**src/cehr_pkg.sv**
```systemverilog
// Shared types, constants and codes for the contact event history replay block.
// Used by every module in src; depends on nothing.
package cehr_pkg;

	localparam int DEF_HISTORY_DEPTH     = 8;
	localparam int DEF_REDUCED_TIME_BITS = 16;

	localparam int MODE_W  = 2;
	localparam int UPD_W   = 8;
	localparam int WORD_W  = 32;
	localparam int KIND_W  = 2;
	localparam int PADDR_W = 3;
	localparam int PDATA_W = 32;

	localparam logic [MODE_W-1:0] MODE_SENSE  = 2'd0;
	localparam logic [MODE_W-1:0] MODE_REPLAY = 2'd1;
	localparam logic [MODE_W-1:0] MODE_INIT   = 2'd2;

	localparam logic [KIND_W-1:0] KIND_REC = 2'd0;
	localparam logic [KIND_W-1:0] KIND_EVT = 2'd1;
	localparam logic [KIND_W-1:0] KIND_RUN = 2'd2;
	localparam logic [KIND_W-1:0] KIND_SUM = 2'd3;

	localparam logic REG_COLLAPSE = 1'b0;
	localparam logic REG_NOTIFY   = 1'b1;

	localparam int OP_W = 4;
	localparam logic [OP_W-1:0] OP_NONE   = 4'd0;
	localparam logic [OP_W-1:0] OP_LOAD   = 4'd1;
	localparam logic [OP_W-1:0] OP_REC    = 4'd2;
	localparam logic [OP_W-1:0] OP_RDCNT  = 4'd3;
	localparam logic [OP_W-1:0] OP_TDIFF  = 4'd4;
	localparam logic [OP_W-1:0] OP_LATEST = 4'd5;
	localparam logic [OP_W-1:0] OP_PREP   = 4'd6;
	localparam logic [OP_W-1:0] OP_RD     = 4'd7;
	localparam logic [OP_W-1:0] OP_SETPD  = 4'd8;
	localparam logic [OP_W-1:0] OP_ACC    = 4'd9;
	localparam logic [OP_W-1:0] OP_EVT    = 4'd10;
	localparam logic [OP_W-1:0] OP_MVEO   = 4'd11;
	localparam logic [OP_W-1:0] OP_BSTEP  = 4'd12;

	typedef struct packed {
		logic collapse;
		logic notify;
	} cfg_t;

	typedef struct packed {
		logic [OP_W-1:0]   op;
		logic              emit;
		logic [KIND_W-1:0] okind;
	} cmd_t;

	typedef struct packed {
		logic [MODE_W-1:0] mode;
		logic              changed;
		logic              upd_hi;
		logic              upd0;
		logic              nz;
		logic              lost;
		logic              nd_zero;
		logic              rem_zero;
		logic              rem_one;
		logic              run_ne;
		logic              emit_ok;
	} sts_t;

endpackage

```
**src/cehr_regs.sv**
```systemverilog
// APB-style configuration registers: collapse mode and notify enable.
// Depends on cehr_pkg.
module cehr_regs (
	input  logic                            clk,
	input  logic                            arst_n,
	input  logic                            psel,
	input  logic                            penable,
	input  logic                            pwrite,
	input  logic [cehr_pkg::PADDR_W-1:0]    paddr,
	input  logic [cehr_pkg::PDATA_W-1:0]    pwdata,
	output logic [cehr_pkg::PDATA_W-1:0]    prdata,
	output logic                            pready,
	output cehr_pkg::cfg_t                  cfg
);

	logic collapse_q;
	logic notify_q;
	logic wr;

	assign pready = 1'b1;
	assign wr     = psel & penable & pwrite;

	always_ff @(posedge clk or negedge arst_n) begin
		if (!arst_n) begin
			collapse_q <= 1'b0;
			notify_q   <= 1'b1;
		end else if (wr) begin
			if (paddr[2] == cehr_pkg::REG_COLLAPSE) begin
				collapse_q <= pwdata[0];
			end else begin
				notify_q <= pwdata[0];
			end
		end
	end

	always_comb begin
		prdata = '0;
		if (paddr[2] == cehr_pkg::REG_COLLAPSE) begin
			prdata[0] = collapse_q;
		end else begin
			prdata[0] = notify_q;
		end
	end

	assign cfg.collapse = collapse_q;
	assign cfg.notify   = notify_q;

endmodule

```
**src/cehr_dp.sv**
```systemverilog
// Datapath: event counter, timestamp ring memory, replay arithmetic, result register.
// Driven by cehr_ctrl through cmd_t; depends on cehr_pkg.
module cehr_dp #(
	parameter int HISTORY_DEPTH     = cehr_pkg::DEF_HISTORY_DEPTH,
	parameter int REDUCED_TIME_BITS = cehr_pkg::DEF_REDUCED_TIME_BITS
) (
	input  logic                            clk,
	input  logic                            arst_n,
	input  cehr_pkg::cfg_t                  cfg,
	input  cehr_pkg::cmd_t                  cmd,
	output cehr_pkg::sts_t                  sts,
	input  logic [cehr_pkg::MODE_W-1:0]     mode,
	input  logic [cehr_pkg::UPD_W-1:0]      level_updates,
	input  logic [cehr_pkg::WORD_W-1:0]     now_time,
	input  logic [cehr_pkg::WORD_W-1:0]     prev_ordinal,
	input  logic [cehr_pkg::WORD_W-1:0]     prev_latest_time,
	output logic [cehr_pkg::KIND_W-1:0]     kind,
	output logic [cehr_pkg::WORD_W-1:0]     event_ordinal,
	output logic [cehr_pkg::WORD_W-1:0]     event_time,
	output logic [cehr_pkg::WORD_W-1:0]     run_length,
	output logic [cehr_pkg::WORD_W-1:0]     elapsed,
	output logic                            last
);

	localparam int IW  = $clog2(HISTORY_DEPTH);
	localparam int RTB = REDUCED_TIME_BITS;
	localparam int WW  = cehr_pkg::WORD_W;

	logic [RTB-1:0] mem [HISTORY_DEPTH];
	logic [RTB-1:0] mem_rd_q;
	logic [HISTORY_DEPTH-1:0] vld_q;
	logic rdv_q;

	logic [WW-1:0] cnt_q;
	logic [cehr_pkg::MODE_W-1:0] mode_q;
	logic [cehr_pkg::UPD_W-1:0]  upd_q;
	logic [WW-1:0] now_q;
	logic [WW-1:0] pord_q;
	logic [WW-1:0] ptime_q;
	logic [WW-1:0] nevt_q;
	logic [WW-1:0] latest_q;
	logic [WW-1:0] sum_q;
	logic [WW-1:0] evt_q;
	logic [WW-1:0] eo_q;
	logic [WW-1:0] neo_q;
	logic [IW-1:0] ptr_q;
	logic [IW-1:0] nd_q;
	logic [IW-1:0] rem_q;
	logic [RTB-1:0] tdiff_q;
	logic [RTB-1:0] pd_q;
	logic lost_q;
	logic emit_q;

	logic [cehr_pkg::KIND_W-1:0] kind_q;
	logic [WW-1:0] ord_q;
	logic [WW-1:0] time_q;
	logic [WW-1:0] run_q;
	logic [WW-1:0] el_q;
	logic          last_q;

	logic [WW-1:0]  cnt_inc;
	logic [IW-1:0]  rd_addr;
	logic [RTB-1:0] rdat;
	logic [RTB-1:0] dlt;
	logic           few;
	logic           par_same;
	logic           rd_en;

	assign cnt_inc  = cnt_q + 32'd1;
	assign rd_addr  = (cmd.op == cehr_pkg::OP_RDCNT) ? cnt_q[IW-1:0] : ptr_q;
	assign rd_en    = (cmd.op == cehr_pkg::OP_RDCNT) || (cmd.op == cehr_pkg::OP_RD);
	assign rdat     = rdv_q ? mem_rd_q : '0;
	assign dlt      = lost_q ? '0 : (rdat - pd_q);
	assign few      = nevt_q < WW'(HISTORY_DEPTH);
	assign par_same = ~(cnt_q[0] ^ pord_q[0]);

	always_ff @(posedge clk) begin
		if (cmd.op == cehr_pkg::OP_REC) begin
			mem[cnt_inc[IW-1:0]] <= now_q[RTB-1:0];
		end
		if (rd_en) begin
			mem_rd_q <= mem[rd_addr];
		end
	end

	always_ff @(posedge clk or negedge arst_n) begin
		if (!arst_n) begin
			cnt_q <= '1;
			vld_q <= '0;
			rdv_q <= 1'b0;
		end else begin
			if (cmd.op == cehr_pkg::OP_REC) begin
				cnt_q <= cnt_inc;
				vld_q[cnt_inc[IW-1:0]] <= 1'b1;
			end
			if (rd_en) begin
				rdv_q <= vld_q[rd_addr];
			end
		end
	end

	always_ff @(posedge clk) begin
		case (cmd.op)
			cehr_pkg::OP_LOAD: begin
				mode_q  <= mode;
				upd_q   <= level_updates;
				now_q   <= now_time;
				pord_q  <= prev_ordinal;
				ptime_q <= prev_latest_time;
			end
			cehr_pkg::OP_RDCNT: begin
				nevt_q <= cnt_q - pord_q;
				eo_q   <= pord_q + 32'd1;
			end
			cehr_pkg::OP_TDIFF: begin
				tdiff_q <= now_q[RTB-1:0] - rdat;
			end
			cehr_pkg::OP_LATEST: begin
				latest_q <= now_q - WW'(tdiff_q);
				lost_q   <= ~few;
				if (few) begin
					nd_q <= nevt_q[IW-1:0] - IW'(1);
				end else if (par_same) begin
					nd_q <= IW'(1);
				end else begin
					nd_q <= '0;
				end
			end
			cehr_pkg::OP_PREP: begin
				neo_q <= cnt_q - WW'(nd_q);
				ptr_q <= eo_q[IW-1:0];
				sum_q <= '0;
				rem_q <= nd_q;
			end
			cehr_pkg::OP_RD: begin
				ptr_q <= ptr_q + IW'(1);
			end
			cehr_pkg::OP_SETPD: begin
				pd_q <= rdat;
			end
			cehr_pkg::OP_ACC: begin
				sum_q <= sum_q + WW'(dlt);
				pd_q  <= rdat;
				rem_q <= rem_q - IW'(1);
			end
			cehr_pkg::OP_EVT: begin
				evt_q <= latest_q - sum_q;
				ptr_q <= neo_q[IW-1:0];
				rem_q <= nd_q;
			end
			cehr_pkg::OP_MVEO: begin
				eo_q <= neo_q;
			end
			cehr_pkg::OP_BSTEP: begin
				evt_q  <= evt_q + WW'(dlt);
				eo_q   <= eo_q + 32'd1;
				pd_q   <= rdat;
				rem_q  <= rem_q - IW'(1);
				emit_q <= ~cfg.collapse || (dlt != '0) || (rem_q == IW'(1));
			end
			default: begin
			end
		endcase
	end

	always_ff @(posedge clk) begin
		if (cmd.emit) begin
			kind_q <= cmd.okind;
			case (cmd.okind)
				cehr_pkg::KIND_REC: begin
					ord_q  <= cnt_q;
					time_q <= now_q;
					run_q  <= '0;
					el_q   <= '0;
					last_q <= 1'b1;
				end
				cehr_pkg::KIND_EVT: begin
					ord_q  <= eo_q;
					time_q <= evt_q;
					run_q  <= '0;
					el_q   <= '0;
					last_q <= 1'b0;
				end
				cehr_pkg::KIND_RUN: begin
					ord_q  <= eo_q + 32'd1;
					time_q <= evt_q;
					run_q  <= neo_q - eo_q;
					el_q   <= '0;
					last_q <= 1'b0;
				end
				default: begin
					ord_q  <= cnt_q;
					time_q <= latest_q;
					run_q  <= '0;
					el_q   <= (nevt_q != '0) ? (latest_q - ptime_q) : '0;
					last_q <= 1'b1;
				end
			endcase
		end
	end

	assign sts.mode     = mode_q;
	assign sts.changed  = upd_q[0] ^ cnt_q[0];
	assign sts.upd_hi   = |upd_q[cehr_pkg::UPD_W-1:1];
	assign sts.upd0     = upd_q[0];
	assign sts.nz       = nevt_q != '0;
	assign sts.lost     = lost_q;
	assign sts.nd_zero  = nd_q == '0;
	assign sts.rem_zero = rem_q == '0;
	assign sts.rem_one  = rem_q == IW'(1);
	assign sts.run_ne   = neo_q != eo_q;
	assign sts.emit_ok  = emit_q;

	assign kind          = kind_q;
	assign event_ordinal = ord_q;
	assign event_time    = time_q;
	assign run_length    = run_q;
	assign elapsed       = el_q;
	assign last          = last_q;

endmodule

```
**src/cehr_ctrl.sv**
```systemverilog
// Controller: sequences record and replay steps, owns both handshakes.
// Commands cehr_dp through cmd_t and reads sts_t; depends on cehr_pkg.
module cehr_ctrl (
	input  logic               clk,
	input  logic               arst_n,
	input  cehr_pkg::cfg_t     cfg,
	input  cehr_pkg::sts_t     sts,
	output cehr_pkg::cmd_t     cmd,
	input  logic               item_valid,
	output logic               item_ready,
	output logic               res_valid,
	input  logic               res_ready
);

	localparam logic [4:0] S_IDLE = 5'd0;
	localparam logic [4:0] S_DEC  = 5'd1;
	localparam logic [4:0] S_REC1 = 5'd2;
	localparam logic [4:0] S_REC2 = 5'd3;
	localparam logic [4:0] S_EM0  = 5'd4;
	localparam logic [4:0] S_RP0  = 5'd5;
	localparam logic [4:0] S_RP1  = 5'd6;
	localparam logic [4:0] S_RP2  = 5'd7;
	localparam logic [4:0] S_RP3  = 5'd8;
	localparam logic [4:0] S_ARD0 = 5'd9;
	localparam logic [4:0] S_APD  = 5'd10;
	localparam logic [4:0] S_ARD  = 5'd11;
	localparam logic [4:0] S_AACC = 5'd12;
	localparam logic [4:0] S_AEND = 5'd13;
	localparam logic [4:0] S_EMF  = 5'd14;
	localparam logic [4:0] S_RUN  = 5'd15;
	localparam logic [4:0] S_BRD0 = 5'd16;
	localparam logic [4:0] S_BPD  = 5'd17;
	localparam logic [4:0] S_BRD  = 5'd18;
	localparam logic [4:0] S_BST  = 5'd19;
	localparam logic [4:0] S_EMB  = 5'd20;
	localparam logic [4:0] S_SUM  = 5'd21;

	logic [4:0] state_q;
	logic [4:0] state_d;
	logic       dbl_q;
	logic       dbl_d;
	logic       out_valid_q;
	logic       out_free;

	assign out_free   = ~out_valid_q | res_ready;
	assign item_ready = state_q == S_IDLE;
	assign res_valid  = out_valid_q;

	always_comb begin
		state_d   = state_q;
		dbl_d     = dbl_q;
		cmd.op    = cehr_pkg::OP_NONE;
		cmd.emit  = 1'b0;
		cmd.okind = cehr_pkg::KIND_REC;
		case (state_q)
			S_IDLE: begin
				if (item_valid) begin
					cmd.op  = cehr_pkg::OP_LOAD;
					state_d = S_DEC;
				end
			end
			S_DEC: begin
				case (sts.mode)
					cehr_pkg::MODE_SENSE: begin
						if (!sts.changed && !sts.upd_hi) begin
							state_d = S_IDLE;
						end else begin
							dbl_d   = ~sts.changed;
							state_d = S_REC1;
						end
					end
					cehr_pkg::MODE_INIT: begin
						dbl_d   = sts.upd0;
						state_d = S_REC1;
					end
					cehr_pkg::MODE_REPLAY: begin
						state_d = S_RP0;
					end
					default: begin
						state_d = S_IDLE;
					end
				endcase
			end
			S_REC1: begin
				cmd.op  = cehr_pkg::OP_REC;
				state_d = dbl_q ? S_REC2 : S_EM0;
			end
			S_REC2: begin
				cmd.op  = cehr_pkg::OP_REC;
				state_d = S_EM0;
			end
			S_EM0: begin
				if (out_free) begin
					cmd.emit  = 1'b1;
					cmd.okind = cehr_pkg::KIND_REC;
					state_d   = S_IDLE;
				end
			end
			S_RP0: begin
				cmd.op  = cehr_pkg::OP_RDCNT;
				state_d = S_RP1;
			end
			S_RP1: begin
				cmd.op  = cehr_pkg::OP_TDIFF;
				state_d = S_RP2;
			end
			S_RP2: begin
				cmd.op  = cehr_pkg::OP_LATEST;
				state_d = S_RP3;
			end
			S_RP3: begin
				if (!sts.nz || !cfg.notify) begin
					state_d = S_SUM;
				end else begin
					cmd.op  = cehr_pkg::OP_PREP;
					state_d = (sts.lost || sts.nd_zero) ? S_AEND : S_ARD0;
				end
			end
			S_ARD0: begin
				cmd.op  = cehr_pkg::OP_RD;
				state_d = S_APD;
			end
			S_APD: begin
				cmd.op  = cehr_pkg::OP_SETPD;
				state_d = S_ARD;
			end
			S_ARD: begin
				cmd.op  = cehr_pkg::OP_RD;
				state_d = S_AACC;
			end
			S_AACC: begin
				cmd.op  = cehr_pkg::OP_ACC;
				state_d = sts.rem_one ? S_AEND : S_ARD;
			end
			S_AEND: begin
				cmd.op  = cehr_pkg::OP_EVT;
				state_d = S_EMF;
			end
			S_EMF: begin
				if (out_free) begin
					cmd.emit  = 1'b1;
					cmd.okind = cehr_pkg::KIND_EVT;
					state_d   = S_RUN;
				end
			end
			S_RUN: begin
				if (!cfg.collapse && sts.run_ne) begin
					if (out_free) begin
						cmd.emit  = 1'b1;
						cmd.okind = cehr_pkg::KIND_RUN;
						cmd.op    = cehr_pkg::OP_MVEO;
						state_d   = S_BRD0;
					end
				end else begin
					cmd.op  = cehr_pkg::OP_MVEO;
					state_d = S_BRD0;
				end
			end
			S_BRD0: begin
				if (sts.rem_zero) begin
					state_d = S_SUM;
				end else begin
					cmd.op  = cehr_pkg::OP_RD;
					state_d = S_BPD;
				end
			end
			S_BPD: begin
				cmd.op  = cehr_pkg::OP_SETPD;
				state_d = S_BRD;
			end
			S_BRD: begin
				cmd.op  = cehr_pkg::OP_RD;
				state_d = S_BST;
			end
			S_BST: begin
				cmd.op  = cehr_pkg::OP_BSTEP;
				state_d = S_EMB;
			end
			S_EMB: begin
				if (!sts.emit_ok) begin
					state_d = sts.rem_zero ? S_SUM : S_BRD;
				end else if (out_free) begin
					cmd.emit  = 1'b1;
					cmd.okind = cehr_pkg::KIND_EVT;
					state_d   = sts.rem_zero ? S_SUM : S_BRD;
				end
			end
			S_SUM: begin
				if (out_free) begin
					cmd.emit  = 1'b1;
					cmd.okind = cehr_pkg::KIND_SUM;
					state_d   = S_IDLE;
				end
			end
			default: begin
				state_d = S_IDLE;
			end
		endcase
	end

	always_ff @(posedge clk or negedge arst_n) begin
		if (!arst_n) begin
			state_q     <= S_IDLE;
			dbl_q       <= 1'b0;
			out_valid_q <= 1'b0;
		end else begin
			state_q <= state_d;
			dbl_q   <= dbl_d;
			if (cmd.emit) begin
				out_valid_q <= 1'b1;
			end else if (res_ready) begin
				out_valid_q <= 1'b0;
			end
		end
	end

endmodule

```
**src/contact_event_history_replay_top.sv**
```systemverilog
// Top level of the contact event history replay block.
// Instantiates cehr_regs, cehr_ctrl and cehr_dp; depends on cehr_pkg.
//
//   port group   handshake                 payload
//   config       psel/penable/pwrite       paddr, pwdata -> prdata, pready
//   item in      item_valid/item_ready     mode, level_updates, now_time,
//                                          prev_ordinal, prev_latest_time
//   result out   res_valid/res_ready       kind, event_ordinal, event_time,
//                                          run_length, elapsed, last
//
// Sense and init items are loaded, decoded and recorded once or twice before their
// result is registered; a sense item that needs no record returns to idle without one.
// Replay rebuilds deltas through the single ring read port and its registered read data.
// Reset clears the counter to all ones and the ring valid bits; no clearing pass.
// A stalled result holds the block at its next emit step; item_ready is high in idle.
module contact_event_history_replay_top #(
	parameter int HISTORY_DEPTH     = cehr_pkg::DEF_HISTORY_DEPTH,
	parameter int REDUCED_TIME_BITS = cehr_pkg::DEF_REDUCED_TIME_BITS
) (
	input  logic                            clk,
	input  logic                            arst_n,
	input  logic                            psel,
	input  logic                            penable,
	input  logic                            pwrite,
	input  logic [cehr_pkg::PADDR_W-1:0]    paddr,
	input  logic [cehr_pkg::PDATA_W-1:0]    pwdata,
	output logic [cehr_pkg::PDATA_W-1:0]    prdata,
	output logic                            pready,
	input  logic                            item_valid,
	output logic                            item_ready,
	input  logic [cehr_pkg::MODE_W-1:0]     mode,
	input  logic [cehr_pkg::UPD_W-1:0]      level_updates,
	input  logic [cehr_pkg::WORD_W-1:0]     now_time,
	input  logic [cehr_pkg::WORD_W-1:0]     prev_ordinal,
	input  logic [cehr_pkg::WORD_W-1:0]     prev_latest_time,
	output logic                            res_valid,
	input  logic                            res_ready,
	output logic [cehr_pkg::KIND_W-1:0]     kind,
	output logic [cehr_pkg::WORD_W-1:0]     event_ordinal,
	output logic [cehr_pkg::WORD_W-1:0]     event_time,
	output logic [cehr_pkg::WORD_W-1:0]     run_length,
	output logic [cehr_pkg::WORD_W-1:0]     elapsed,
	output logic                            last
);

	cehr_pkg::cfg_t cfg;
	cehr_pkg::cmd_t cmd;
	cehr_pkg::sts_t sts;

	cehr_regs u_regs (
		.clk     (clk),
		.arst_n  (arst_n),
		.psel    (psel),
		.penable (penable),
		.pwrite  (pwrite),
		.paddr   (paddr),
		.pwdata  (pwdata),
		.prdata  (prdata),
		.pready  (pready),
		.cfg     (cfg)
	);

	cehr_ctrl u_ctrl (
		.clk        (clk),
		.arst_n     (arst_n),
		.cfg        (cfg),
		.sts        (sts),
		.cmd        (cmd),
		.item_valid (item_valid),
		.item_ready (item_ready),
		.res_valid  (res_valid),
		.res_ready  (res_ready)
	);

	cehr_dp #(
		.HISTORY_DEPTH     (HISTORY_DEPTH),
		.REDUCED_TIME_BITS (REDUCED_TIME_BITS)
	) u_dp (
		.clk              (clk),
		.arst_n           (arst_n),
		.cfg              (cfg),
		.cmd              (cmd),
		.sts              (sts),
		.mode             (mode),
		.level_updates    (level_updates),
		.now_time         (now_time),
		.prev_ordinal     (prev_ordinal),
		.prev_latest_time (prev_latest_time),
		.kind             (kind),
		.event_ordinal    (event_ordinal),
		.event_time       (event_time),
		.run_length       (run_length),
		.elapsed          (elapsed),
		.last             (last)
	);

endmodule
```
**config.mk**
```make
export PLATFORM = sky130hd
export DESIGN_NAME = contact_event_history_replay_top
export DESIGN_NICKNAME = d
export VERILOG_FILES = /design/src/cehr_pkg.sv /design/src/cehr_regs.sv /design/src/cehr_dp.sv /design/src/cehr_ctrl.sv /design/src/contact_event_history_replay_top.sv
export SDC_FILE = /design/constraint.sdc
export NUM_CORES = 1
export LEC_CHECK = 0
export BUFFER_PORTS_ARGS = -buffer_cell sky130_fd_sc_hd__buf_2
export CAP_MARGIN = 20
export CORE_MARGIN = 5
export CORE_UTILIZATION = 65
export DETAILED_ROUTE_END_ITERATION = 10
export GPL_TIMING_DRIVEN = 0
export PLACE_DENSITY_LB_ADDON = 0.1
export SLEW_MARGIN = 20
export SYNTH_ARGS = -nofsm -noshare
export SYNTH_HDL_FRONTEND = slang
export SYNTH_HIERARCHICAL = 1
export SYNTH_SLANG_ARGS = --single-unit
export TNS_END_PERCENT = 30
```
**constraint.sdc**
```tcl
create_clock -name clk -period 19.31 [get_ports clk]
set_input_delay 1.931 -clock clk [delete_from_list [all_inputs] [get_ports clk]]
set_output_delay 1.931 -clock clk [all_outputs]
set_load 0.1 [all_outputs]
```
==> impl_metrics.py, run 1 <==
metrics = {
    "min_path": {
        "hold_path.class": "reg2reg",
        "timing.hold.worst_endpoint": "u_dp/vld_q[4]",
        "timing.hold.worst.start": "u_dp/vld_q[4]",
        "worstHoldPathCells": 1,
    },
    "clocking": {
        "cts_buffer_depth": 3,
        "clockRootBuffer": "sky130_fd_sc_hd__clkbuf_16",
        "holdBufCountCts": 0,
        "cts_resized": 0,
        "postCtsSetupBuffers": 0,
        "cts_tree": "yes",
        "cts_inserted_buffers": 71,
        "worstSkewPairLatency_ps": 630,
        "path_clk_slew_ps": 60,
        "cts_num_sinks": 666,
        "h-tree-depth": 3,
    },
    "synth": {
        "synth_top_cell_area_share_pct": 47.6,
        "synth_area_leader_cell": "sky130_fd_sc_hd__edfxtp_1",
        "warnings_from_yosys": 6,
        "synth_sequential_area_ratio_pct": 51.0,
        "synth_flop_cell": "sky130_fd_sc_hd__edfxtp_1",
        "avgSynthCellArea_um2": 11.0,
        "number_of_flip_flops_and_latches_in_the_synthesized_netlist": 666,
        "async_reset_ff_share_pct": 7.51,
        "post_synthesis_instance_total": 3535,
        "post_synth_instance_area_um2": 38800,
        "synth_enable_flop_cells": 616,
        "yosys.cell_types.count": 100,
        "ys_top_cells_by_area": "sky130_fd_sc_hd__edfxtp_1 48%, sky130_fd_sc_hd__ha_1 7.1%, sky130_fd_sc_hd__xnor2_1 5.0%",
    },
    "timing": {
        "final_max_slew_viol_count": 0,
        "clock.fmax_mhz": 139,
        "timing.max_slew.rel_slack_pct": 18.7,
        "setup_tns_ps": 0,
        "number_of_endpoints_with_negative_hold_slack_in_the_final_report": 0,
        "tightestPinTransition_ps": 1200,
        "period_share_pct": 37.3,
        "rsz0062_at_grt": "no",
        "finalCriticalPeriod_ps": 7210,
        "setup_viol": 0,
        "fin_worst_skew_ps": 23.7,
    },
    "critical_path": {
        "critical_path_peak_fanout": 10,
        "r2r_end": "u_dp/mem_rd_q[6]",
        "reg2reg_depth": 19,
        "start_kind": "flop",
        "worst-setup-path-type": "reg2reg",
        "timing.critical_path.cells": "clkbuf_1 > inv_1 > ha_1 > buf_2 > nand3_1 > or4_1 > clkbuf_1 > or4_1 > or4_1 > nor2b_1 > a21oi_1 > a31oi_1 > o21ai_0 > nand2_2 > nor3_4 > mux2i_1 > clkbuf_1 > mux4_2 > mux2_2",
        "timing.critical_path.required_ps": 19670,
        "timing.reg2reg.setup_slack_ps": 12100,
        "cp-end-kind": "flop",
        "crit_arrival_ps": 7570,
        "crit_path_max_incr_delay_ps": 830,
        "reg2reg_from": "u_dp/eo_q[15]",
        "critPathSlowestCell": "sky130_fd_sc_hd__mux2i_1",
    },
    "power": {
        "sw_frac_of_total_pct": 40.9,
        "p_clk_share_pct": 19.1,
        "power_switching_w": 0.00295,
        "vdd.ir_drop.worst_uv": 134,
        "cell_internal_pwr_w": 0.00427,
        "seqPwrFrac_pct": 34.7,
        "combinationalPowerShare_pct": 46.1,
        "p_leak_nw": 17.2,
        "powerDensity_nw_per_um2": 164,
    },
    "floorplan": {
        "initial_util_pct": 65.7,
        "chipHeight_um": 254,
        "die_area_um2": 64700,
        "pin_count": 314,
        "floorplan.rows": 89,
        "die_w_um": 254,
        "core_area_um2": 59100,
    },
    "detailed_routing": {
        "post_drt_via_cell_ratio": 6.20,
        "drt.antenna.violating_nets": 0,
        "drt_pass1_iterations": 7,
        "drt_first_iter_violations": 3186,
        "post-route-drc-count": 0,
        "drt_wl_cell_um": 22.4,
        "vias": 29441,
        "post_detailed_routing_wire_length_um": 107000,
    },
    "layout": {
        "finish.utilization_pct": 74.6,
        "area.growth.synth_to_final_pct": 13.6,
        "final_layout_fill_cell_count": 4132,
        "finish.instance_area_um2": 44100,
        "drive_above_1_share_pct": 15.9,
        "layout.cells.non_filler": 4752,
        "antennaDiodeCount": 0,
        "nets": 4300,
    },
    "global_routing": {
        "global_route.overflow_total": 0,
        "grt_use_total_pct": 32.2,
        "grt_max_degree": 56,
        "grt_pass1_vias": 27817,
        "grt_antenna_before_repair": 2,
        "first_pass_grt_wire_length_um": 161000,
    },
    "placed_design": {
        "numPlacedInstances": 4623,
        "port_buffers": 248,
        "placement.cell_area_um2": 41700,
        "hpwl_um": 81100,
        "place.gp.congestion": 0.937,
    },
    "run": {
        "cap_viol_max_count": 0,
    },
    "status": {
        "status": "finished, final reports clean",
    },
}
-- cell usage in the layout, fill, tap and decap left out, types with 18 or more instances in the layout --
cell / n
sky130_fd_sc_hd__a211oi_1: 20
sky130_fd_sc_hd__a21o_1: 57
sky130_fd_sc_hd__a21oi_1: 207
sky130_fd_sc_hd__a22oi_1: 52
sky130_fd_sc_hd__a31oi_1: 26
sky130_fd_sc_hd__and3_1: 38
sky130_fd_sc_hd__buf_2: 274
sky130_fd_sc_hd__buf_4: 58
sky130_fd_sc_hd__clkbuf_1: 93
sky130_fd_sc_hd__clkbuf_16: 73
sky130_fd_sc_hd__conb_1: 32
sky130_fd_sc_hd__dfstp_2: 33
sky130_fd_sc_hd__edfxtp_1: 616
sky130_fd_sc_hd__ha_1: 219
sky130_fd_sc_hd__inv_1: 243
sky130_fd_sc_hd__mux2_2: 18
sky130_fd_sc_hd__mux4_2: 34
sky130_fd_sc_hd__nand2_1: 245
sky130_fd_sc_hd__nand2b_1: 54
sky130_fd_sc_hd__nand3_1: 84
sky130_fd_sc_hd__nand4_1: 33
sky130_fd_sc_hd__nor2_1: 296
sky130_fd_sc_hd__nor2b_1: 46
sky130_fd_sc_hd__nor3_1: 85
sky130_fd_sc_hd__nor4_1: 26
sky130_fd_sc_hd__o21a_1: 43
sky130_fd_sc_hd__o21ai_0: 188
sky130_fd_sc_hd__o21bai_1: 18
sky130_fd_sc_hd__or3_1: 21
sky130_fd_sc_hd__xnor2_1: 220
sky130_fd_sc_hd__xor2_1: 102
-- cell families (layout without fill, tap and decap cells) --
logic type / after synthesis / count (layout) / share of synthesized area, %
adders and majority gates: 229 / 229 / 7.57
and+or+nand+nor: 1053 / 1053 / 13.5
xor gates and xnor gates: 322 / 322 / 7.26
other: 2 / 32 / 0.0193
AOI/OAI and AO/OA: 792 / 792 / 13.3
muxes: 68 / 68 / 2.92
DFF: 666 / 666 / 51.0
buffers and inverters: 403 / 817 / 4.40
-- area by class of cell --
| type | instances | area [µm²] | share of cell area, % |
|---|---|---|---|
| flip-flops and latches | 666 | 19800 | 44.9 |
| well taps | 773 | 967 | 2.19 |
| clock buffers | 92 | 1950 | 4.42 |
| multi-input cells | 2496 | 17600 | 39.8 |
| plain buffers | 159 | 792 | 1.80 |
| clock inverters | 37 | 399 | 0.905 |
| inverters | 244 | 916 | 2.08 |
| repair buffers | 285 | 1730 | 3.92 |
-- synth_stat cells (10+ instances only) --
cell and instances:
sky130_fd_sc_hd__buf_2 27, sky130_fd_sc_hd__nor4_1 27, sky130_fd_sc_hd__a21o_1 57, sky130_fd_sc_hd__mux4_2 34, sky130_fd_sc_hd__nor2b_1 46, sky130_fd_sc_hd__xnor2_1 220, sky130_fd_sc_hd__clkbuf_1 79, sky130_fd_sc_hd__a31oi_1 26
sky130_fd_sc_hd__a211oi_1 20, sky130_fd_sc_hd__and3_1 38, sky130_fd_sc_hd__nand2b_1 54, sky130_fd_sc_hd__buf_1 12, sky130_fd_sc_hd__ha_1 219, sky130_fd_sc_hd__or3_1 21, sky130_fd_sc_hd__inv_1 243, sky130_fd_sc_hd__dfrtp_1 17
sky130_fd_sc_hd__buf_4 39, sky130_fd_sc_hd__o21a_1 44, sky130_fd_sc_hd__edfxtp_1 616, sky130_fd_sc_hd__nand4_1 33, sky130_fd_sc_hd__a22oi_1 52, sky130_fd_sc_hd__dfstp_2 33, sky130_fd_sc_hd__and2_1 17, sky130_fd_sc_hd__mux2i_1 14
sky130_fd_sc_hd__nor2_1 303, sky130_fd_sc_hd__nand3_1 84, sky130_fd_sc_hd__o221ai_1 13, sky130_fd_sc_hd__nor3_1 91, sky130_fd_sc_hd__o211ai_1 16, sky130_fd_sc_hd__a21oi_1 208, sky130_fd_sc_hd__a221oi_1 15, sky130_fd_sc_hd__xor2_1 102
sky130_fd_sc_hd__fa_1 10, sky130_fd_sc_hd__o21ai_0 191, sky130_fd_sc_hd__nand2_1 245, sky130_fd_sc_hd__o31ai_1 15, sky130_fd_sc_hd__nand3b_1 11, sky130_fd_sc_hd__o21bai_1 18, sky130_fd_sc_hd__or2_2 17, sky130_fd_sc_hd__mux2_2 18
sky130_fd_sc_hd__nor3b_1 12
-- worst max path at each step --
| stage | end | start | slack [ps] | cells past startpoint |
|---|---|---|---|---|
| 2_1_floorplan | u_dp/mode_q[0] | u_dp/eo_q[15] | 7930 | 15 |
| 3_3_place_gp | u_dp/now_q[29] | u_dp/eo_q[15] | 2790 | 15 |
| 3_5_place_dp | u_dp/mem_rd_q[3] | u_dp/eo_q[15] | 11980 | 19 |
| 4_1_cts | u_dp/mem_rd_q[6] | u_dp/eo_q[15] | 11920 | 19 |
| 5_1_grt | u_dp/mem_rd_q[6] | u_dp/eo_q[15] | 11760 | 19 |
| 6_report | u_dp/mem_rd_q[6] | u_dp/eo_q[15] | 12100 | 19 |
-- sequential cells by signal, indices dropped and copies added, names as in the netlist, 5 cells and up --
register            count
u_dp/upd_q              8
u_dp/event_time        32
u_dp/ptime_q           32
u_dp/eo_q              32
u_dp/nevt_q            32
u_dp/pord_q            32
u_dp/evt_q             32
u_dp/mem              128
u_dp/pd_q              16
u_dp/elapsed           32
u_dp/mem_rd_q          16
u_dp/cnt_q             32
u_dp/event_ordinal     32
u_dp/run_length        32
u_dp/tdiff_q           16
u_dp/latest_q          32
u_dp/sum_q             32
u_dp/neo_q             32
u_dp/now_q             32
u_ctrl/state_q          5
u_dp/vld_q              8
-- critical path, delay by kind of cell, from the launching register on --
family	cells	cell delay [ps]
adder cells (fa/ha/maj)	1	290
AND/OR/NAND/NOR	7	2700
AO/OA/AOI/OAI	3	750
flip-flops	1	330
multiplexers	3	1580
buffers and inverters	5	1300
-- layer usage --
layer / track usage [%] / part of all wire (%) / wire (µm)
met2: 51.6 / 46 / 49500
met3: 5.00 / 9.2 / 9780
met5: 0 / 0.025 / 27
met4: 9.70 / 3.4 / 3600
met1: 46.3 / 41 / 43600
-- power groups by stage --
stage	clock network, W	logic [W]	registers (W)
3_3_place_gp	0	0.00308	0.00259
4_1_cts	0.00140	0.00328	0.00250
6_report	0.00138	0.00333	0.00251
3_5_place_dp	0	0.00325	0.00252
5_1_grt	0.00146	0.00363	0.00253
2_1_floorplan	0	0.00232	0.00251
-- per-stage QoR --
step           total power (W)  setup slack [ps]  hold slack, ps
6_report               0.00722             12100             473
5_1_grt                0.00762             11760             488
4_1_cts                0.00718             11920             475
3_5_place_dp           0.00577             11980             458
3_3_place_gp           0.00567              2790             448
2_1_floorplan          0.00483              7930             434
No activity file was read; power rests on OpenSTA's default activity.
==> run 2, diff against run 1 <==
--- a/config.mk
+++ b/config.mk
@@ -8,7 +8,7 @@
 export BUFFER_PORTS_ARGS = -buffer_cell sky130_fd_sc_hd__buf_2
 export CAP_MARGIN = 20
 export CORE_MARGIN = 5
-export CORE_UTILIZATION = 65
+export CORE_UTILIZATION = 61
 export DETAILED_ROUTE_END_ITERATION = 10
 export GPL_TIMING_DRIVEN = 0
 export PLACE_DENSITY_LB_ADDON = 0.1
==> constraint.sdc (replaced) <==
create_clock -name clk -period 7 [get_ports clk]
set_input_delay 0.7 -clock clk [delete_from_list [all_inputs] [get_ports clk]]
set_output_delay 0.7 -clock clk [all_outputs]
set_load 0.1 [all_outputs]
==> impl_metrics.py, run 2 (synthesis results as in run 1) <==
metrics = {
    "layout": {
        "finish.instance_area_um2": 44400,
        "multi_input_comb_area_um2": 17600,
        "finish.utilization_pct": 70.3,
        "nets": 4302,
        "seqCellArea_um2": 19800,
        "largest_register_ffs": 128,
        "layout.cells.non_filler": 4828,
        "layout_commonest_cell": "sky130_fd_sc_hd__edfxtp_1",
        "layout_common_cells": "616 x sky130_fd_sc_hd__edfxtp_1, 296 x sky130_fd_sc_hd__nor2_1, 272 x sky130_fd_sc_hd__buf_2",
        "antennaDiodeCount": 0,
        "final_layout_fill_cell_count": 4727,
        "drive_above_1_share_pct": 16.0,
        "area.growth.synth_to_final_pct": 14.3,
    },
    "clocking": {
        "path_clk_slew_ps": 70,
        "cts_buffer_depth": 3,
        "cts_inserted_buffers": 72,
        "clockRootBuffer": "sky130_fd_sc_hd__clkbuf_16",
        "holdBufCountCts": 0,
        "worstSkewPairLatency_ps": 620,
        "cts_tree": "yes",
        "h-tree-depth": 3,
        "cts_num_sinks": 666,
    },
    "placed_design": {
        "hpwl_um": 81600,
        "placement.cell_area_um2": 41900,
        "numPlacedInstances": 4693,
        "port_buffers": 248,
        "place.gp.congestion": 0.968,
    },
    "global_routing": {
        "grt_pass1_vias": 27792,
        "first_pass_grt_wire_length_um": 163000,
        "grt_antenna_before_repair": 0,
        "global_route.overflow_total": 0,
        "grt_max_degree": 58,
        "grt_use_total_pct": 30.0,
    },
    "critical_path": {
        "reg2reg_from": "u_dp/eo_q[15]",
        "critical_path_peak_fanout": 10,
        "worst_path_dominant_cell_family": "buffers and inverters",
        "timing.critical_path.cells": "clkbuf_1 > inv_1 > ha_1 > buf_2 > nand3_1 > or4_1 > clkbuf_1 > or4_1 > or4_1 > nor2b_1 > a21oi_1 > a31oi_1 > o21ai_2 > nor2_1 > nand3_1 > clkdlybuf4s15_1 > clkbuf_1 > o221ai_1",
        "number_of_logic_stages_on_the_critical_path_including_buffering": 18,
        "critPathSlowestCell": "sky130_fd_sc_hd__clkbuf_1",
        "timing.critical_path.required_ps": 7310,
        "timing.reg2reg.setup_slack_ps": 330,
        "start_kind": "flop",
        "crit_path_max_incr_delay_ps": 900,
        "critPathLaunch": "u_dp/eo_q[15]",
        "reg2reg_depth": 18,
        "worst-setup-path-type": "reg2reg",
        "r2r_end": "u_dp/eo_q[18]",
        "crit_arrival_ps": 6980,
        "cp-end-kind": "flop",
        "timing.critical_path.to": "u_dp/eo_q[18]",
        "critical_path_buf_inv_count": 6,
    },
    "floorplan": {
        "floorplan.rows": 92,
        "die_w_um": 262,
        "pin_count": 314,
        "die_area_um2": 68800,
        "core_area_um2": 63100,
        "initial_util_pct": 61.5,
        "chipHeight_um": 262,
    },
    "status": {
        "status": "finished, final reports clean",
    },
    "detailed_routing": {
        "vias": 29366,
        "post_drt_via_cell_ratio": 6.08,
        "drt.antenna.violating_nets": 0,
        "post_detailed_routing_wire_length_um": 107000,
        "drt_first_iter_violations": 3132,
        "drt_wl_cell_um": 22.1,
        "drt_pass1_iterations": 5,
        "post-route-drc-count": 0,
    },
    "timing": {
        "final_max_slew_viol_count": 0,
        "rsz0062_at_grt": "no",
        "setup_tns_ps": 0,
        "period_share_pct": 95.3,
        "finalCriticalPeriod_ps": 6670,
        "number_of_endpoints_with_negative_hold_slack_in_the_final_report": 0,
        "tightestPinTransition_ps": 1190,
        "clock.fmax_mhz": 150,
        "timing.max_slew.rel_slack_pct": 20.9,
        "setup_viol": 0,
        "fin_worst_skew_ps": 26.3,
    },
    "power": {
        "cell_internal_pwr_w": 0.0119,
        "power_switching_w": 0.00813,
        "p_clk_share_pct": 19.3,
        "p_leak_nw": 17.3,
        "sw_frac_of_total_pct": 40.6,
        "powerDensity_nw_per_um2": 451,
        "power.total_w": 0.0200,
        "vdd.ir_drop.worst_uv": 323,
        "seqPwrFrac_pct": 34.5,
        "combinationalPowerShare_pct": 46.2,
    },
    "min_path": {
        "hold_path.class": "in2async",
    },
    "run": {
        "cap_viol_max_count": 0,
    },
}
## run 2: through the flow
| step | setup WS [ps] | hold WS, ps |
|---|---|---|
| floorplan | 351 | 404 |
| global placement | -2640 | 448 |
| detailed placement | -365 | 457 |
| CTS | 5.18 | 102 |
| global route | 21.4 | 146 |
| finish | 326 | 101 |
## run 2: worst reg2reg max path, delay by kind of cell (launching register included)
family	cells	cell delay [ps]
AND/OR/NAND/NOR	7	2400
buffers and inverters	6	2510
adder cells (fa/ha/maj)	1	290
AO/OA/AOI/OAI	4	850
flip-flops	1	320
## run 2: cell type report
class	instances	share of cell area, %
clock buffer	84	4.21
inverter	244	2.06
sequential	666	44.6
timing repair buffer	286	4.07
clock inverter	47	1.18
buffer	159	1.83
tap	846	2.39
multi-input combinational	2496	39.7
## run 2: worst min-delay path by stage
| stage | startpoint | to | slack, ps | depth (start not counted) |
|---|---|---|---|---|
| floorplan | arst_n | u_ctrl/dbl_q | 400 | 0 |
| global placement | u_dp/vld_q[3] | u_dp/vld_q[3] | 450 | 1 |
| detailed placement | u_dp/vld_q[4] | u_dp/vld_q[4] | 460 | 1 |
| CTS | arst_n | u_ctrl/res_valid | 100 | 1 |
| global route | arst_n | u_ctrl/res_valid | 150 | 1 |
| finish | arst_n | u_ctrl/res_valid | 100 | 1 |
## run 2: metal layers
metal / wire (µm) / track usage, % / vias to the layer above
li1: - / - / 13733
met1: 45100 / 43.2 / 14056
met2: 48700 / 47.2 / 1379
met3: 9610 / 5.45 / 198
met4: 3480 / 8.89 / 0
met5: 0 / 0 / -
## run 2: repair_timing
action                                  CTS  global route
cloned                                    0             0
endpoints found under the setup margin   22            73
resized for setup                         9            12
setup buffers                             0             4
## run 2: power groups by stage
stage,clock (W),sequential (W),combinational (W)
floorplan,0,0.00686,0.00641
global placement,0,0.00705,0.00852
detailed placement,0,0.00695,0.00902
CTS,0.00392,0.00688,0.00912
global route,0.00409,0.00699,0.0101
finish,0.00386,0.00691,0.00926
